## src/design/ppem_pkg.sv

```systemverilog
package ppem_pkg;

    // Widths of the sample fields and the window register.
    localparam int SAMPLE_W = 10;
    localparam int WLEN_W = 16;
    localparam logic [WLEN_W-1:0] WLEN_RESET = 16'd1000;

    // Widths of the result fields.
    localparam int VOLTS_W = 8;
    localparam int MA_W = 15;
    localparam int WATTS_W = 12;
    localparam int RADIO_W = 10;
    localparam int WH_W = 35;

    // Stream data widths (fields packed from bit 0, padded to whole bytes).
    localparam int IN_DATA_W = 24;
    localparam int OUT_DATA_W = 80;

    // Arithmetic constants of the conversions.
    localparam int VOLT_MUL = 300;
    localparam int VOLT_OFS = 14000;
    localparam int VOLT_N_W = 19;
    localparam int AMP_MUL = 17675;
    localparam int AMP_SHIFT = 10;
    localparam int AMP_P_W = 25;
    localparam int PIV_W = 18;
    localparam int PWR_P_W = 32;
    // Division by 1024000 is a shift by 13 followed by a division by 125.
    localparam int WATT_SHIFT = 13;
    localparam int ENERGY_MUL = 7;
    localparam int ENERGY_ADD_W = 15;

    // Division by a constant: q = (n * RECIP) >> RECIP_SHIFT, exact for every
    // n below 2^DIV_N_W with the reciprocals rounded up.
    localparam int DIV_N_W = 19;
    localparam int RECIP_W = 24;
    localparam int RECIP_SHIFT = 30;
    localparam int DIV_P_W = DIV_N_W + RECIP_W;
    localparam int DIV_Q_W = DIV_P_W - RECIP_SHIFT;
    localparam logic [RECIP_W-1:0] VOLT_RECIP = 24'd759365;
    localparam logic [RECIP_W-1:0] WATT_RECIP = 24'd8589935;

    // Energy accumulator and its running watt-hour quotient and remainder.
    localparam int ACC_W = 48;
    localparam int WH_DIV = 9600;
    localparam int WH_REM_W = 14;
    localparam int WH_SUM_W = 16;
    localparam logic [ACC_W-1:0] ACC_MAX = '1;
    localparam logic [ACC_W-1:0] WH_SAT = ACC_MAX / ACC_W'(WH_DIV);
    localparam logic [WH_REM_W-1:0] WH_SAT_REM = WH_REM_W'(ACC_MAX % ACC_W'(WH_DIV));

    // Queue between front and back.
    localparam int FIFO_DEPTH = 2;
    localparam int FIFO_AW = $clog2(FIFO_DEPTH);
    localparam int FIFO_CW = $clog2(FIFO_DEPTH + 1);

    // Peaks of one closed window.
    typedef struct packed {
        logic [SAMPLE_W-1:0] peak_volt;
        logic [SAMPLE_W-1:0] peak_current;
    } t_peak;

    // Which constant the divider divides by.
    typedef enum logic {
        DIV_VOLTS,
        DIV_WATTS
    } t_div_kind;

    // Divider request and response.
    typedef struct packed {
        logic               start;
        t_div_kind          kind;
        logic [DIV_N_W-1:0] dividend;
    } t_div_req;

    typedef struct packed {
        logic               done;
        logic [DIV_Q_W-1:0] quotient;
    } t_div_rsp;

    // Back-end sequencer states.
    typedef enum logic [2:0] {
        B_IDLE,
        B_WAIT_V,
        B_MUL_A,
        B_MUL_B,
        B_WAIT_W,
        B_ACC,
        B_OUT
    } t_back_state;

endpackage

```

## src/design/ppem_front.sv

```systemverilog
module ppem_front (
    input  logic                          i_clk,
    input  logic                          i_rst_n,
    input  logic                          i_valid,
    input  logic                          i_full,
    input  logic [ppem_pkg::SAMPLE_W-1:0] i_volt_sample,
    input  logic [ppem_pkg::SAMPLE_W-1:0] i_current_sample,
    input  logic                          i_cfg_valid,
    input  logic [ppem_pkg::WLEN_W-1:0]   i_cfg_data,
    output logic                          o_ready,
    output logic                          o_push,
    output ppem_pkg::t_peak               o_peak
);

    logic [ppem_pkg::WLEN_W-1:0]   r_wlen;
    logic [ppem_pkg::WLEN_W-1:0]   r_count;
    logic [ppem_pkg::SAMPLE_W-1:0] r_pv;
    logic [ppem_pkg::SAMPLE_W-1:0] r_pi;
    logic [ppem_pkg::SAMPLE_W-1:0] n_pv;
    logic [ppem_pkg::SAMPLE_W-1:0] n_pi;
    logic [ppem_pkg::WLEN_W:0]     n_count;
    logic                          accept;
    logic                          close;

    // A request is taken whenever the queue has room for a closed window.
    assign o_ready = !i_full;
    assign accept  = i_valid && !i_full;

    // Fold the pair into the peaks and count it.
    assign n_pv    = (i_volt_sample > r_pv) ? i_volt_sample : r_pv;
    assign n_pi    = (i_current_sample > r_pi) ? i_current_sample : r_pi;
    assign n_count = {1'b0, r_count} + 1'b1;
    assign close   = n_count >= {1'b0, r_wlen};

    assign o_push = accept && close;
    assign o_peak = '{peak_volt: n_pv, peak_current: n_pi};

    // Window length register.
    always_ff @(posedge i_clk) begin
        if (!i_rst_n) begin
            r_wlen <= ppem_pkg::WLEN_RESET;
        end else if (i_cfg_valid) begin
            r_wlen <= i_cfg_data;
        end
    end

    // Window count and running peaks.
    always_ff @(posedge i_clk) begin
        if (!i_rst_n) begin
            r_count <= '0;
            r_pv    <= '0;
            r_pi    <= '0;
        end else if (accept) begin
            if (close) begin
                r_count <= '0;
                r_pv    <= '0;
                r_pi    <= '0;
            end else begin
                r_count <= n_count[ppem_pkg::WLEN_W-1:0];
                r_pv    <= n_pv;
                r_pi    <= n_pi;
            end
        end
    end

endmodule

```

## src/design/ppem_fifo.sv

```systemverilog
module ppem_fifo (
    input  logic            i_clk,
    input  logic            i_rst_n,
    input  logic            i_push,
    input  ppem_pkg::t_peak i_wdata,
    input  logic            i_pop,
    output ppem_pkg::t_peak o_rdata,
    output logic            o_full,
    output logic            o_empty
);

    ppem_pkg::t_peak                r_mem [ppem_pkg::FIFO_DEPTH];
    logic [ppem_pkg::FIFO_AW-1:0]   r_wptr;
    logic [ppem_pkg::FIFO_AW-1:0]   r_rptr;
    logic [ppem_pkg::FIFO_CW-1:0]   r_cnt;
    logic                           do_push;
    logic                           do_pop;

    assign o_full  = r_cnt == ppem_pkg::FIFO_CW'(ppem_pkg::FIFO_DEPTH);
    assign o_empty = r_cnt == '0;
    assign do_push = i_push && !o_full;
    assign do_pop  = i_pop && !o_empty;
    assign o_rdata = r_mem[r_rptr];

    // Entry storage.
    always_ff @(posedge i_clk) begin
        if (do_push) begin
            r_mem[r_wptr] <= i_wdata;
        end
    end

    // Pointers and fill count.
    always_ff @(posedge i_clk) begin
        if (!i_rst_n) begin
            r_wptr <= '0;
            r_rptr <= '0;
            r_cnt  <= '0;
        end else begin
            if (do_push) begin
                r_wptr <= (r_wptr == ppem_pkg::FIFO_AW'(ppem_pkg::FIFO_DEPTH - 1))
                          ? '0 : r_wptr + 1'b1;
            end
            if (do_pop) begin
                r_rptr <= (r_rptr == ppem_pkg::FIFO_AW'(ppem_pkg::FIFO_DEPTH - 1))
                          ? '0 : r_rptr + 1'b1;
            end
            if (do_push && !do_pop) begin
                r_cnt <= r_cnt + 1'b1;
            end else if (do_pop && !do_push) begin
                r_cnt <= r_cnt - 1'b1;
            end
        end
    end

endmodule

```

## src/design/ppem_div.sv

```systemverilog
module ppem_div (
    input  logic               i_clk,
    input  logic               i_rst_n,
    input  ppem_pkg::t_div_req i_req,
    output ppem_pkg::t_div_rsp o_rsp
);

    logic [ppem_pkg::RECIP_W-1:0] recip;
    logic [ppem_pkg::DIV_P_W-1:0] prod;
    logic [ppem_pkg::DIV_Q_W-1:0] r_quo;
    logic                         r_done;

    // Pick the reciprocal of the requested divisor.
    always_comb begin
        case (i_req.kind)
            ppem_pkg::DIV_VOLTS: begin
                recip = ppem_pkg::VOLT_RECIP;
            end
            ppem_pkg::DIV_WATTS: begin
                recip = ppem_pkg::WATT_RECIP;
            end
            default: begin
                recip = ppem_pkg::VOLT_RECIP;
            end
        endcase
    end

    // Multiply by the reciprocal; the quotient is the top of the product.
    assign prod = ppem_pkg::DIV_P_W'(i_req.dividend) * ppem_pkg::DIV_P_W'(recip);

    assign o_rsp = '{done: r_done, quotient: r_quo};

    // Quotient register.
    always_ff @(posedge i_clk) begin
        if (i_req.start) begin
            r_quo <= prod[ppem_pkg::DIV_P_W-1:ppem_pkg::RECIP_SHIFT];
        end
    end

    // Done is a registered copy of start, high in the cycle after each start.
    always_ff @(posedge i_clk) begin
        if (!i_rst_n) begin
            r_done <= 1'b0;
        end else begin
            r_done <= i_req.start;
        end
    end

endmodule

```

## src/design/ppem_back.sv

```systemverilog
module ppem_back (
    input  logic                              i_clk,
    input  logic                              i_rst_n,
    input  logic                              i_empty,
    input  ppem_pkg::t_peak                   i_peak,
    output logic                              o_pop,
    output ppem_pkg::t_div_req                o_div_req,
    input  ppem_pkg::t_div_rsp                i_div_rsp,
    output logic                              o_valid,
    input  logic                              i_ready,
    output logic [ppem_pkg::OUT_DATA_W-1:0]   o_data
);

    ppem_pkg::t_back_state           r_state, n_state;
    logic [ppem_pkg::SAMPLE_W-1:0]   r_pi, n_pi;
    logic [ppem_pkg::MA_W-1:0]       r_ma, n_ma;
    logic [ppem_pkg::VOLTS_W-1:0]    r_volts, n_volts;
    logic [ppem_pkg::PIV_W-1:0]      r_piv, n_piv;
    logic [ppem_pkg::WATTS_W-1:0]    r_watts, n_watts;
    logic [ppem_pkg::ACC_W-1:0]      r_wh, n_wh;
    logic [ppem_pkg::WH_REM_W-1:0]   r_rem, n_rem;
    logic [ppem_pkg::ACC_W-1:0]      r_acc, n_acc;
    logic [ppem_pkg::DIV_N_W-1:0]    r_dvd, n_dvd;
    ppem_pkg::t_div_kind             r_kind, n_kind;
    logic                            r_start, n_start;
    logic                            r_out_valid, n_out_valid;
    logic [ppem_pkg::OUT_DATA_W-1:0] r_out_data, n_out_data;
    logic [ppem_pkg::VOLT_N_W-1:0]   volt_num;
    logic [ppem_pkg::AMP_P_W-1:0]    amp_prod;
    logic [ppem_pkg::PWR_P_W-1:0]    pwr_prod;
    logic [ppem_pkg::ENERGY_ADD_W-1:0] energy_add;
    logic [ppem_pkg::ACC_W:0]        acc_sum;
    logic [ppem_pkg::WH_SUM_W-1:0]   rem_sum;
    logic [ppem_pkg::WH_SUM_W-1:0]   rem_left;
    logic [1:0]                      wh_step;

    // Datapath terms used by the sequencer.
    assign volt_num = ppem_pkg::VOLT_N_W'(i_peak.peak_volt)
                    * ppem_pkg::VOLT_N_W'(ppem_pkg::VOLT_MUL)
                    + ppem_pkg::VOLT_N_W'(ppem_pkg::VOLT_OFS);
    assign amp_prod = ppem_pkg::AMP_P_W'(i_peak.peak_current)
                    * ppem_pkg::AMP_P_W'(ppem_pkg::AMP_MUL);
    assign pwr_prod = ppem_pkg::PWR_P_W'(r_piv) * ppem_pkg::PWR_P_W'(ppem_pkg::AMP_MUL);
    assign energy_add = ppem_pkg::ENERGY_ADD_W'(r_watts)
                      * ppem_pkg::ENERGY_ADD_W'(ppem_pkg::ENERGY_MUL);
    assign acc_sum = {1'b0, r_acc} + (ppem_pkg::ACC_W + 1)'(energy_add);
    assign rem_sum = ppem_pkg::WH_SUM_W'(r_rem) + ppem_pkg::WH_SUM_W'(energy_add);

    // The watt-hour remainder plus this window's energy holds at most three more
    // whole watt hours; take them out by comparing against the multiples.
    always_comb begin
        if (rem_sum >= ppem_pkg::WH_SUM_W'(3 * ppem_pkg::WH_DIV)) begin
            wh_step  = 2'd3;
            rem_left = rem_sum - ppem_pkg::WH_SUM_W'(3 * ppem_pkg::WH_DIV);
        end else if (rem_sum >= ppem_pkg::WH_SUM_W'(2 * ppem_pkg::WH_DIV)) begin
            wh_step  = 2'd2;
            rem_left = rem_sum - ppem_pkg::WH_SUM_W'(2 * ppem_pkg::WH_DIV);
        end else if (rem_sum >= ppem_pkg::WH_SUM_W'(ppem_pkg::WH_DIV)) begin
            wh_step  = 2'd1;
            rem_left = rem_sum - ppem_pkg::WH_SUM_W'(ppem_pkg::WH_DIV);
        end else begin
            wh_step  = 2'd0;
            rem_left = rem_sum;
        end
    end

    assign o_div_req = '{start: r_start, kind: r_kind, dividend: r_dvd};
    assign o_valid   = r_out_valid;
    assign o_data    = r_out_data;

    // Next state and datapath control.
    always_comb begin
        n_state     = r_state;
        n_pi        = r_pi;
        n_ma        = r_ma;
        n_volts     = r_volts;
        n_piv       = r_piv;
        n_watts     = r_watts;
        n_wh        = r_wh;
        n_rem       = r_rem;
        n_acc       = r_acc;
        n_dvd       = r_dvd;
        n_kind      = r_kind;
        n_start     = 1'b0;
        n_out_valid = r_out_valid && !i_ready;
        n_out_data  = r_out_data;
        o_pop       = 1'b0;
        case (r_state)
            ppem_pkg::B_IDLE: begin
                if (!i_empty) begin
                    o_pop   = 1'b1;
                    n_pi    = i_peak.peak_current;
                    n_ma    = amp_prod[ppem_pkg::AMP_P_W-1:ppem_pkg::AMP_SHIFT];
                    n_dvd   = volt_num;
                    n_kind  = ppem_pkg::DIV_VOLTS;
                    n_start = 1'b1;
                    n_state = ppem_pkg::B_WAIT_V;
                end
            end
            ppem_pkg::B_WAIT_V: begin
                if (i_div_rsp.done) begin
                    n_volts = i_div_rsp.quotient[ppem_pkg::VOLTS_W-1:0];
                    n_state = ppem_pkg::B_MUL_A;
                end
            end
            ppem_pkg::B_MUL_A: begin
                n_piv   = ppem_pkg::PIV_W'(r_pi) * ppem_pkg::PIV_W'(r_volts);
                n_state = ppem_pkg::B_MUL_B;
            end
            ppem_pkg::B_MUL_B: begin
                n_dvd   = pwr_prod[ppem_pkg::PWR_P_W-1:ppem_pkg::WATT_SHIFT];
                n_kind  = ppem_pkg::DIV_WATTS;
                n_start = 1'b1;
                n_state = ppem_pkg::B_WAIT_W;
            end
            ppem_pkg::B_WAIT_W: begin
                if (i_div_rsp.done) begin
                    n_watts = i_div_rsp.quotient[ppem_pkg::WATTS_W-1:0];
                    n_state = ppem_pkg::B_ACC;
                end
            end
            ppem_pkg::B_ACC: begin
                // Saturating add of this window's energy; the watt-hour total
                // follows the accumulator as quotient and remainder.
                if (acc_sum[ppem_pkg::ACC_W]) begin
                    n_acc = '1;
                    n_wh  = ppem_pkg::WH_SAT;
                    n_rem = ppem_pkg::WH_SAT_REM;
                end else begin
                    n_acc = acc_sum[ppem_pkg::ACC_W-1:0];
                    n_wh  = r_wh + ppem_pkg::ACC_W'(wh_step);
                    n_rem = rem_left[ppem_pkg::WH_REM_W-1:0];
                end
                n_state = ppem_pkg::B_OUT;
            end
            ppem_pkg::B_OUT: begin
                // Load the output register once it is free or being drained.
                if (!r_out_valid || i_ready) begin
                    n_out_valid = 1'b1;
                    n_out_data  = {r_wh[ppem_pkg::WH_W-1:0],
                                   r_watts[ppem_pkg::WATTS_W-1:2],
                                   r_watts,
                                   r_ma,
                                   r_volts};
                    n_state     = ppem_pkg::B_IDLE;
                end
            end
            default: begin
                n_state = ppem_pkg::B_IDLE;
            end
        endcase
    end

    // Control registers.
    always_ff @(posedge i_clk) begin
        if (!i_rst_n) begin
            r_state     <= ppem_pkg::B_IDLE;
            r_start     <= 1'b0;
            r_out_valid <= 1'b0;
            r_acc       <= '0;
            r_wh        <= '0;
            r_rem       <= '0;
        end else begin
            r_state     <= n_state;
            r_start     <= n_start;
            r_out_valid <= n_out_valid;
            r_acc       <= n_acc;
            r_wh        <= n_wh;
            r_rem       <= n_rem;
        end
    end

    // Payload registers.
    always_ff @(posedge i_clk) begin
        r_pi       <= n_pi;
        r_ma       <= n_ma;
        r_volts    <= n_volts;
        r_piv      <= n_piv;
        r_watts    <= n_watts;
        r_dvd      <= n_dvd;
        r_kind     <= n_kind;
        r_out_data <= n_out_data;
    end

endmodule

```

## src/design/peak_power_energy_meter.sv

```systemverilog
// A pair that does not close a window only updates the count and peaks. A closing pair
// is queued; the back end pops one at a time, waits on the volts division, multiplies,
// waits on the watts division, adds the energy and loads the output register when free.
// Throughput: one pair per cycle while the two-entry queue has room.
// Reset: synchronous, active low; clears counts, peaks, the energy total and the
// queue, and sets the window length to 1000.
module peak_power_energy_meter (
    input  logic                                i_clk,
    input  logic                                i_rst_n,
    input  logic                                s_axis_tvalid,
    output logic                                s_axis_tready,
    // [9:0] volt_sample, [19:10] current_sample, [23:20] zero.
    input  logic [ppem_pkg::IN_DATA_W-1:0]      s_axis_tdata,
    output logic                                m_axis_tvalid,
    input  logic                                m_axis_tready,
    // [7:0] volts, [22:8] wire_milliamps, [34:23] power_watts,
    // [44:35] radio_power, [79:45] total_watt_hours.
    output logic [ppem_pkg::OUT_DATA_W-1:0]     m_axis_tdata,
    input  logic                                i_cfg_valid,
    output logic                                o_cfg_ready,
    input  logic [ppem_pkg::WLEN_W-1:0]         i_cfg_data
);

    logic               push;
    logic               pop;
    logic               full;
    logic               empty;
    ppem_pkg::t_peak    peak_in;
    ppem_pkg::t_peak    peak_out;
    ppem_pkg::t_div_req div_req;
    ppem_pkg::t_div_rsp div_rsp;

    assign o_cfg_ready = 1'b1;

    // Front: window counting and peak tracking.
    ppem_front u_front (
        .i_clk            (i_clk),
        .i_rst_n          (i_rst_n),
        .i_valid          (s_axis_tvalid),
        .i_full           (full),
        .i_volt_sample    (s_axis_tdata[ppem_pkg::SAMPLE_W-1:0]),
        .i_current_sample (s_axis_tdata[2*ppem_pkg::SAMPLE_W-1:ppem_pkg::SAMPLE_W]),
        .i_cfg_valid      (i_cfg_valid),
        .i_cfg_data       (i_cfg_data),
        .o_ready          (s_axis_tready),
        .o_push           (push),
        .o_peak           (peak_in)
    );

    // Queue of closed windows.
    ppem_fifo u_fifo (
        .i_clk   (i_clk),
        .i_rst_n (i_rst_n),
        .i_push  (push),
        .i_wdata (peak_in),
        .i_pop   (pop),
        .o_rdata (peak_out),
        .o_full  (full),
        .o_empty (empty)
    );

    // Shared divider by constants, one multiply by a reciprocal.
    ppem_div u_div (
        .i_clk   (i_clk),
        .i_rst_n (i_rst_n),
        .i_req   (div_req),
        .o_rsp   (div_rsp)
    );

    // Back: conversions, energy total and output register.
    ppem_back u_back (
        .i_clk     (i_clk),
        .i_rst_n   (i_rst_n),
        .i_empty   (empty),
        .i_peak    (peak_out),
        .o_pop     (pop),
        .o_div_req (div_req),
        .i_div_rsp (div_rsp),
        .o_valid   (m_axis_tvalid),
        .i_ready   (m_axis_tready),
        .o_data    (m_axis_tdata)
    );

    // A closed window is never pushed into a full queue.
    a_no_overflow: assert property (@(posedge i_clk) disable iff (!i_rst_n)
        push |-> !full)
        else $error("window pushed into full queue");

    // The back end only pops an entry that exists.
    a_no_underflow: assert property (@(posedge i_clk) disable iff (!i_rst_n)
        pop |-> !empty)
        else $error("pop from empty queue");

    // A new division never starts while one finishes.
    a_div_order: assert property (@(posedge i_clk) disable iff (!i_rst_n)
        div_req.start |-> !div_rsp.done)
        else $error("divider restarted while completing");

    // Each division start is answered on the next cycle, with no start right behind it.
    a_div_gap: assert property (@(posedge i_clk) disable iff (!i_rst_n)
        div_req.start |=> div_rsp.done && !div_req.start)
        else $error("divider request sequencing broken");

endmodule

```

## config.mk

```make
export PLATFORM = sky130hd
export DESIGN_NAME = peak_power_energy_meter
export DESIGN_NICKNAME = d
export VERILOG_FILES = /design/src/design/ppem_pkg.sv /design/src/design/ppem_front.sv /design/src/design/ppem_fifo.sv /design/src/design/ppem_div.sv /design/src/design/ppem_back.sv /design/src/design/peak_power_energy_meter.sv
export SDC_FILE = /design/constraint.sdc
export NUM_CORES = 2
export LEC_CHECK = 0
export ABC_AREA = 1
export CORE_MARGIN = 1.5
export CORE_UTILIZATION = 61
export DETAILED_ROUTE_END_ITERATION = 8
export DONT_BUFFER_PORTS = 1
export HOLD_SLACK_MARGIN = 0.03
export PLACE_DENSITY = 0.74
export SLEW_MARGIN = 20
export SYNTH_ARGS = -nofsm -noshare
export SYNTH_HDL_FRONTEND = slang
export SYNTH_SLANG_ARGS = --single-unit
export TNS_END_PERCENT = 100
```

## constraint.sdc

```tcl
create_clock -name i_clk -period 13.6 [get_ports i_clk]
set_input_delay 0.68 -clock i_clk [delete_from_list [all_inputs] [get_ports i_clk]]
set_output_delay 0.68 -clock i_clk [all_outputs]
set_load 0.01 [all_outputs]
```

* After elaboration in Yosys (flattened, before gate mapping) *
Memory sizes are Yosys's and may differ from the RTL's. A register that Yosys moved wholly into a read port is not among the register bits.
Index checks and enable logic that the tools add are counted.

cells by class
  add/sub/neg operators = 12
  $mul = 6
  order comparisons = 6
  eq/ne operators = 11
  mux-type cells = 37
  bitwise operators = 2
  reductions and logical operators = 24

operators by type and width
  kind                    number
  $mux 48                 2
  $mux 14                 4
  $add 48x15->49          1
  $add 48x2->48           1
  $pmux 24 s2             1
  $mul 19x24->42          1
  $mux 10                 4
  $pmux 19 s2             1
  $ge 16x15->1 const B    2
  $mul 18x15->32 const B  1
  $sub 14x14->14 const B  2
  $mul 10x15->25 const B  1
  $pmux 3 s7              1
  $gt 10x10->1            2
  $add 19x14->19 const B  1
  $mux 19                 1
  $mul 10x8->18           1
  $add 16x1->17 const B   1
  $ge 17x16->1            1
  $mul 10x7->17 const B   1
  $add 14x15->16          1
  $ge 16x14->1 const B    1
  $mux 16                 1
  $mul 12x3->15 const B   1
  other kinds (23)        64

storage, ports and cells
  bits in registers = 347
  bits in writable memories = 40
  input bits = 45
  output and inout port bits = 83
  memories = 1

memories
  name          depth  width  read ports  clocked after memory_dff  write ports  line             source
  u_fifo.r_mem  2      20     1           1                         1            ppem_fifo.sv:12  ppem_pkg::t_peak r_mem [ppem_pkg::FIFO_DEPTH];

* Logic depth before layout (Yosys ltp) *
  depth in word-level cells = 9
  mapped depth = 40

* Modules after synthesis *
A second synthesis with hierarchy kept.

second synthesis, totals
  cells, all modules = 4,559
  area total of the unflattened synthesis = 38,455.6 um2

modules (own cells, without submodules)
  module                   times used  cells an instance  area an instance (um2)
  ppem_back                1           2,664              22,788.1
  ppem_div                 1           1,233              10,256.1
  ppem_front               1           560                3,711.1
  ppem_fifo                1           100                1,689.1
  peak_power_energy_meter  1           2                  11.3

* Worst setup path before layout *
OpenSTA, ideal clock, no wires.

  kind = register to register
  from = reg u_back.r_watts[0] (netlist bit)
  to = reg u_back.r_wh[22] (netlist bit)
  library setup time = 118 ps
  arrival = 5,758 ps
  required time = 13,482 ps
  slack = 7,723 ps
  cell stages (with the launch flop) = 37
  clock period less this slack = 5,877 ps
  cells stage by stage = edfxtp_1 -> fa_1 -> ha_1 -> inv_1 -> fa_1 -> o21ai_1 -> nand3_1 -> nand2_1 -> xor2_1 -> ha_1 -> nand2_1 -> inv_1 -> a21oi_1 -> nand4_1 -> nand2_4 -> inv_1 -> ha_1 -> o21ai_2 -> nand4_1 -> nand2_1 -> nand2_2 -> inv_4 -> a21oi_4 -> inv_1 -> ha_1 -> fa_1 -> inv_1 -> nor4_4 -> nand4_2 -> nor2_1 -> nand3_1 -> nor4_2 -> nand2_1 -> nor2_1 -> nand2_1 -> nor3_1 -> nor3_1

on the way
  longest elaborated chain between the ends = 8
  elaborated cells on any way between the ends = 11

ends and longest elaborated chain
  element                 line              source
  from (decl)             ppem_back.sv:19   logic [ppem_pkg::WATTS_W-1:0] r_watts, n_watts;
  from (signal assigned)  ppem_back.sv:179  r_watts <= n_watts;
  $mul 12x3->15 *         ppem_back.sv:45   * ppem_pkg::ENERGY_ADD_W'(ppem_pkg::ENERGY_MUL);
  $add 14x15->16          ppem_back.sv:47   assign rem_sum = ppem_pkg::WH_SUM_W'(r_rem) + ppem_pkg::WH_SUM_W'(energy_add);
  $ge 16x14->1            ppem_back.sv:58   end else if (rem_sum >= ppem_pkg::WH_SUM_W'(ppem_pkg::WH_DIV)) begin
  $mux 1                  ppem_back.sv:58
  $mux 2                  ppem_back.sv:55   end else if (rem_sum >= ppem_pkg::WH_SUM_W'(2 * ppem_pkg::WH_DIV)) begin
  $mux 2                  ppem_back.sv:52   if (rem_sum >= ppem_pkg::WH_SUM_W'(3 * ppem_pkg::WH_DIV)) begin
  $add 48x2->48           ppem_back.sv:131  n_wh = r_wh + ppem_pkg::ACC_W'(wh_step);
  $mux 48 *               ppem_back.sv:125  if (acc_sum[ppem_pkg::ACC_W]) begin
  to (signal assigned)    ppem_back.sv:168  r_wh <= n_wh;
  to (decl)               ppem_back.sv:20   logic [ppem_pkg::ACC_W-1:0] r_wh, n_wh;

Every way passes the cells marked *; elsewhere a longest branch is shown, timed or not.
A chain may end at the register's enable or synchronous reset.

* Final worst setup path *
  from = reg u_back.r_watts[2] (netlist bit)
  to = reg u_back.r_wh[22] (netlist bit)

The elaborated chain is that of the path after synthesis.

==> metrics.md <==
| Metric | Value |
|---|---|
| Ports | `128` |
| Nets | `5142` |
| Count of cell types in the netlist | `62` |
| Synth Warn # | `0` |
| Ys async rst share | `0` |
| Worst slack at placement | `6.69 ns` |
| Ys flop type | `edfxtp_1` |
| Fill count | `4944` |
| Largest net degree at the start of global routing | `82` |
| Share of layout cells above drive strength 1 | `0.0440` |
| Max Clk Rate | `141 MHz` |
| Post-CTS sizing | `0` |
| Sum Neg Setup Slack | `0 ns` |
| Actual slew at the worst max-slew pin | `0.994 ns` |
| Drt pass-1 iters | `6` |
| Max-slew headroom | `0.338` |
| Max-cap viol count | `0` |
| Clock root buffer | `clkbuf_16` |
| Placed inst area | `0.0377 sq mm` |
| Core area | `0.0601 sq mm` |
| Final non-filler cell area | `0.0392 sq mm` |
| CTS Hold Bufs | `0` |
| Critical path class | `reg -> reg` |
| Global Route Usage Sum | `0.263` |
| Avg Inst Size Synth | `8.82 sq um` |
| Fin. Hold Viols | `0` |
| Synth Instances | `4197` |
| Critical path required time | `14.03 ns` |
| Area leader, netlist | `ha_1` |
| Die footprint | `0.0622 sq mm` |
| CP max FO | `9` |
| Crit path arrival time | `7.52 ns` |
| Initial core utilization | `0.615` |
| Wire length per cell | `15.9 um` |
| Clock tree buffer depth | `3` |
| Clk_lat worst skew | `0.57 ns` |
| CP max stage cell | `fa_1` |
| Initial antenna violation count | `2` |
| Drc violations | `0` |
| Flop2flop setup slack | `6.50 ns` |
| Max Slew Vio Count | `0` |
| Min Tclk post-route | `7.10 ns` |
| Vias in the first global route | `27000` |
| Synth Cell Area | `0.0370 sq mm` |
| First-pass GRT wire length | `133 mm` |
| Detailed placement HPWL | `63.6 mm` |
| H-tree Lvls | `2` |
| CP Capture Type | `register` |
| DR vias/cell | `5.44` |
| DRT Wirelength | `79.4 mm` |
| CP peak stage delay | `0.51 ns` |
| RSZ-0062 raised after global routing | `no` |
| GPL Wtd Cong | `0.911` |
| Synthesis-stage register bit count | `365` |
| ANT nets after route | `0` |
| Storage cell area | `0.00936 sq mm` |
| Register area share after synthesis | `0.253` |
| Post-synth EDFFs | `205` |
| Outcome | `completed` |
| Final worst path period share | `0.522` |
| Initial DRC Count | `1667` |
| Row cnt | `90` |
| PnR worst setup slack | `6.50 ns` |
| Setup bufs post-CTS | `0` |
| Multi-input logic area | `0.0238 sq mm` |
| Clock-pin slew on the worst setup and hold paths | `0.06 ns` |
| Layout area overhead | `5.82%` |
| Most used cell along the critical path | `nand2_1` |
| Top-area cell type share of the netlist area | `0.204` |
| Hold Path Class | `in -> reg` |
| Grt total ovfl | `0` |
| CTS tree | `built` |
| Final Skew | `0.0211 ns` |
| PortBufs | `0` |
| Largest cells by area after synthesis | `ha_1, fa_1, edfxtp_1` |
| Die height | `249 um` |
| Clock Sinks | `365` |
| CP Launch Type | `register` |
| Vias | `27100` |
| Die Width | `249 um` |
| TritonCTS Buffers | `41` |
| Final setup fails | `0` |
## cells in the final DEF (no fill, tap or decap), types with 18 or more instances in the layout
master / netlist / final
xor2_1: 100 / 100
dfxtp_1: 160 / 160
nand3_1: 110 / 110
nand2_1: 654 / 654
o21ai_0: 157 / 157
a21oi_1: 292 / 290
inv_1: 904 / 904
edfxtp_1: 205 / 205
nor4_1: 18 / 18
nand4_1: 48 / 48
clkbuf_16: 0 / 45
nor3_1: 63 / 61
ha_1: 604 / 604
xnor2_1: 41 / 41
o221ai_1: 19 / 19
fa_1: 323 / 323
nor2_1: 204 / 203
## metal layers
| metal | vias to the layer above | global-route usage | part of all wire | routed length, um |
|---|---|---|---|---|
| met5 | - | 0 | 0 | 0 |
| met1 | 12900 | 0.350 | 0.44 | 35100 |
| li1 | 13500 | - | - | - |
| met3 | 135 | 0.0364 | 0.051 | 4040 |
| met2 | 574 | 0.445 | 0.48 | 37900 |
| met4 | 0 | 0.0833 | 0.030 | 2420 |
## metrics by stage
stage	instances	utilization	hold WS (ns)
after global placement	4909	0.627	0.402
after floorplan	4198	-	0.400
after CTS	4985	0.651	0.191
after global routing	4986	0.651	0.195
after detailed placement	4909	0.627	0.405
final	4986	0.651	0.217
## state kept, by name (all words and copies together) (netlist names), 2 cells and up, named ones only
name and flops:
u_back.r_rem 14, u_fifo.r_mem 40, u_front.r_pv 10, u_back.r_watts 12
u_div.r_quo 12, u_back.r_piv 18, u_back.r_volts 8, u_back.r_wh 35
u_back.r_acc 48, u_back.r_dvd 19, u_front.r_pi 10, u_back.r_state 3
u_back.r_pi 10, u_front.r_wlen 16, u_front.r_count 16, u_back.r_ma 15
u_back.o_data 70, u_fifo.r_cnt 2
## final cells by class
class | count | area share
Antenna cell | 1 | 0.0000639
Multi-Input combinational cell | 2830 | 0.608
Clock buffer | 56 | 0.0308
Timing Repair Buffer | 11 | 0.00211
Tap cell | 782 | 0.0250
Inverter | 921 | 0.0883
Sequential cell | 365 | 0.239
Clock inverter | 20 | 0.00642
## critical path, delay by kind of cell, from the launching register on
kind	cells	cell delay [ns]
and+or+nand+nor	18	2.43
adders and majority gates	5	1.62
AOI/OAI and AO/OA	10	1.41
xor gates and xnor gates	2	0.71
DFF	1	0.50
buffers and inverters	3	0.29
## worst paths after layout
check / from / endpoint / depth (start not counted)
worst max register to register: u_back.r_watts[2]$_DFFE_PP_ / u_back.r_wh[22]$_SDFFE_PN0N_ / 38
worst min register to register: u_div.r_quo[11]$_DFFE_PP_ / u_back.r_watts[11]$_DFFE_PP_ / 0
worst max-delay path: u_back.r_watts[2]$_DFFE_PP_ / u_back.r_wh[22]$_SDFFE_PN0N_ / 38
worst min-delay path: i_cfg_valid / u_front.r_wlen[3]$_SDFFE_PN1P_ / 1
## Yosys cell counts (all sizes together) (51+ instances only)
master / n
nand4: 51
edfxtp: 205
xor2: 100
nand3: 117
nand2: 677
dfxtp: 160
nor3: 69
fa: 323
a21oi: 300
ha: 604
inv: 921
nor2: 214
clkbuf: 51
o21ai: 173
## cells by family (layout without fill, tap and decap cells)
logic type / count (synthesis) / after routing / share of synthesized area
AO/OA/AOI/OAI: 580 / 580 / 0.0883
XOR/XNOR: 142 / 142 / 0.0338
adder cells (fa/ha/maj): 927 / 927 / 0.379
buffers and inverters: 1003 / 1008 / 0.104
flip-flops: 365 / 365 / 0.253
multiplexers: 12 / 12 / 0.00365
other: 2 / 4 / 0.000203
AND/OR/NAND/NOR: 1166 / 1166 / 0.138
Power is left out: the tool's default activity adds up to more than one toggle a clock period on the data nets, which glitch-free logic cannot reach.
